==> config.mk <==
export PLATFORM = sky130hd
export DESIGN_NAME = plr_ram
export DESIGN_NICKNAME = d
export VERILOG_FILES = /design/src/hdl/plr_ram.sv
export SDC_FILE = /design/constraint.sdc
export NUM_CORES = 2
export LEC_CHECK = 0
export BUFFER_PORTS_ARGS = -buffer_cell sky130_fd_sc_hd__buf_2
export CORE_MARGIN = 2
export CORE_UTILIZATION = 30
export CTS_BUF_LIST = sky130_fd_sc_hd__clkbuf_4
export DETAILED_ROUTE_END_ITERATION = 16
export HOLD_SLACK_MARGIN = 0.15
export PLACE_DENSITY = 0.52
export SLEW_MARGIN = 25
export SYNTH_ARGS = -nofsm -noshare
export SYNTH_HDL_FRONTEND = slang
export SYNTH_SLANG_ARGS = --single-unit
==> constraint.sdc <==
create_clock -name clk -period 4.01 [get_ports clk]
set_input_delay 0.401 -clock clk [delete_from_list [all_inputs] [get_ports clk]]
set_output_delay 0.401 -clock clk [all_outputs]
set_load 0.1 [all_outputs]
==> src/hdl/plr_ram.sv <==
// ----------------------------------------------------------------------------
// plr_ram - generic single-write, single-read RAM
// One write port, one read port with registered data.
// ----------------------------------------------------------------------------
`default_nettype none
module plr_ram #(
  parameter int WIDTH = 32,
  parameter int DEPTH = 64
) (
  input  wire logic                     clk,
  input  wire logic                     we,
  input  wire logic [$clog2(DEPTH)-1:0] waddr,
  input  wire logic [WIDTH-1:0]         wdata,
  input  wire logic [$clog2(DEPTH)-1:0] raddr,
  output logic      [WIDTH-1:0]         rdata
);
  logic [WIDTH-1:0] mem [DEPTH];

  always_ff @(posedge clk) begin
    if (we) mem[waddr] <= wdata;
    rdata <= mem[raddr];
  end
endmodule
`default_nettype wire

# == After elaboration in Yosys (flattened, before gate mapping) ==
# Memories as Yosys holds them, arrays and structs flattened. A register that Yosys moved wholly into a read port is not among the register bits.
# Index checks and enable logic that the tools add are counted.
# totals
reg_bits,0
ramBits,2048
output_inout_bits,32
memories,1
# classes
muxes,2
# mem_list
memory,words,width,read_ports,rd_clocked_by_memory_dff,write_ports,line_no,text
mem,64,32,1,1,1,17,logic [WIDTH-1:0] mem [DEPTH];
# ops
cell,count
two-way mux 1 bit,2

# == Longest topological paths before layout ==
# depth
word_depth,2
depth_mapped,10
depth_no_buf,5

# == Least setup slack after synthesis ==
# Ideal clock, no wire load.
# synth_path
path_type,input to register
start,input port waddr[3]
end,"memory mem[48][0], enable pin"
setup_time_ns,0.461
t_arrival_ns,3.100
required_time_ns,3.549
setup_slack_ns,0.449
stages,4
path_cell_list,clkbuf_1 nor2b_1 nand4b_1 nor3_1
# synth_lines
element,line_no,text
from (decl),12,"input wire logic [$clog2(DEPTH)-1:0] waddr,"
to (decl),17,
# No word-level cell before the write port.

==> results by group <==
Yosys
  – Seq cells post-synth: between 2,000 and 2,500
  – EDFF count, synth: roughly 2,000
  – Top post-synthesis cells by area: edfxtp_1 (78%), mux4_2 (16%), mux2i_1 (1.2%)
  – Ys async rst share: 0
  – Syn_nets: roughly 3,400
  – Top cell type's share of synthesized area: 0.7833
  – Area leader, netlist: edfxtp_1
  – Netlist cell types: 34
  – Synth Cell Area: 78,520 um^2
  – Post-Syn Instances: 3,324
  – Post-Syn Area per Cell: 23.62 um^2
  – Yosys warns: 0
  – Seq/Total Area, Yosys: 0.7914
  – Main flop type after synthesis: edfxtp_1

Critical path
  – Reg2reg end: rdata[11]
  – CP Data Arrival Time: 4220 ps
  – Reg2reg path depth: 5
  – Worst Path Required: 5210 ps
  – CP max FO: 32
  – Max incr delay on CP: 580 ps
  – Worst setup endpoint: rdata[11]
  – CP Launch Type: input port
  – CP endpoint kind: flop
  – R2R Setup Slk: 1370 ps
  – Critical path origin: raddr[0]
  – Worst path slowest cell: dlygate4sd3_1
  – Setup CP Type: input port to flop
  – Crit-path cells: dlygate4sd3_1 > buf_8 > buf_12 > buf_12 > mux4_2 > mux4_2 > o22ai_1 > nor2_1 > dlygate4sd3_1
  – Worst r2r src: mem[31][11]

STA
  – # setup viols final: 0
  – Setup TNS: 0 ps
  – Max Fclk: roughly 330 MHz
  – Hold Vio Cnt, Final: 0
  – Worst-margin pin slew: 997.7 ps
  – Unrepaired setup endpoints after global routing: false
  – Final Slew Violations: 0
  – Final Skew: 69.26 ps
  – Slew HR: 0.3332
  – Final period util: 0.7533
  – Fin crit period: 3021 ps

Placement
  – IO Port Bufs: just under 80
  – Detailed placer's ending HPWL: between 100,000 and 150,000 um
  – Placer congestion estimate: approximately 0.76

Final layout
  – Most frequent cells in the layout: edfxtp_1 (2,048), clkbuf_4 (856), mux4_2 (544)
  – Layout cell share with drive strength beyond 1: 0.4020
  – Fin util: 0.3583
  – Area occupied by multi-input gates: 15,970 um^2
  – Sequential cell area: around 62,000 um^2
  – Final #Nets: 4,133
  – Area grow syn2layout: 18.62%
  – Fillers: 24,100
  – Commonest non-fill, non-tap cell in the layout: edfxtp_1

Clocking
  – Setup Buffers After CTS: 0
  – Num Clock Sinks: around 2,100
  – Clk slew on worst S/H paths: 60 ps
  – CTS tree: built
  – Inserted Clock Buffers: 574
  – Clock latency at the later pin of the worst-skew pair: 1370 ps
  – Clock Tree Buf Depth: 4
  – Resized cells post-CTS: 0
  – H-tree Lvls: 6
  – Root buffer cell: clkbuf_4

Global route
  – GRT overflow: 0
  – Largest net degree at the start of global routing: 65
  – First-pass GRT wire length: 320,000 um
  – Overall routing resource usage: 0.1715
  – Most Used Layer, Global Route: met2
  – Initial antenna violation count: 10
  – Grt met1 use: 0.2305
  – Vias in the first global route: approximately 42,000
  – Met3 Use GR: 0.03285
  – Grt met2 use: 0.2775

Route
  – Initial DRT Pass Iterations: 6
  – Residual DRC: 0
  – DRT antenna net count: 0
  – Via count: approximately 40,000
  – Vias/cell: 4.974
  – Starting DRT DRC Count: 4,153
  – WL final: 229,200 um
  – Routed length per instance: 28.69 um

Floorplan
  – Starting Density: 0.3020
  – Cell Rows: 187
  – Core Footprint: approximately 260,000 um^2
  – Die area: 265,800 um^2
  – Die H: 515.6 um
  – Die width: 515.6 um
  – I/O Pins: 78

Status
  – Run status: finished clean

Power and ir drop
  – VDD IR-drop max: 0.0003136 V
  – Leak: 29.57 nW
  – Power, Total: 45.84 mW
  – Pwr/cell area: around 490 nW/um^2

Worst hold path
  – Worst hold stages: 2
  – Worst Hold Class: input port to flop

Flow run
  – Max Cap Viol: 0
-- sequential cells by signal, summed over array words and instances (netlist names) --
register	flops
mem	2048
rdata	32
-- per-layer routing --
metal	vias up	wire (um)
li1	16210	-
met1	21600	97400
met2	1578	111000
met3	348	14380
met4	0	6414
met5	-	0
-- power by group --
group / internal, mW / switching [mW] / total (mW)
Combinational: 0.923 / 1.85 / 2.77
Clock: 10.3 / 8.65 / 18.9
Sequential: 24.1 / 0.104 / 24.2
-- kinds of logic after synthesis --
logic type | Yosys count | synth area share
compound gates | 202 | 0.01673
buf+inv | 182 | 0.01128
flops | 2080 | 0.7914
mux | 637 | 0.1679
simple gates | 223 | 0.01265
-- metrics by stage --
step           cell area [um^2]  setup WS, ps  hold WS (ps)  instances
3_5_place_dp              85110         360.8         667.7       6925
2_1_floorplan             78520         449.2         499.9       3324
5_1_grt                   93130         979.5         151.8       7986
6_report                  93140         989.1         265.2       7989
3_3_place_gp              85110         376.3         660.6       6925
4_1_cts                   93050         875.2         155.4       7968
-- timing repair --
item	in CTS	in global routing
hold buffers	79	3
hold endpoints to repair	2921	27
setup endpoints to repair	0	0
-- Yosys cell counts (all sizes together) (12+ instances only) --
library cell / number
edfxtp: 2048
mux4: 544
nor2: 137
buf: 108
mux2i: 93
o22ai: 84
clkbuf: 74
a21oi: 62
dfxtp: 32
o221ai: 27
nand2: 26
nor2b: 15
a22oi: 12
-- worst min-delay path by stage --
stage,startpoint,end,slack (ps)
6_report,wdata[7],mem[0][7],270
5_1_grt,wdata[7],mem[23][7],150
4_1_cts,wdata[19],mem[12][19],160
3_5_place_dp,wdata[2],mem[32][2],670
3_3_place_gp,wdata[2],mem[32][2],660
2_1_floorplan,wdata[0],mem[0][0],500
-- worst max-delay path, delay by kind of cell --
family,cells,cell delay (ps)
multiplexers,2,1040
AND/OR/NAND/NOR,1,100
AO/OA/AOI/OAI,1,430
buffers and inverters,5,2170
-- cell type report --
type,instances,area share
Tap cell,3496,0.04697
Timing Repair Buffer,369,0.03787
Sequential cell,2080,0.6672
Antenna cell,18,0.0004836
Clock buffer,856,0.06900
Clock inverter,108,0.007053
Multi-Input combinational cell,1062,0.1714
Note: power is estimated with default switching activity, not from simulation.
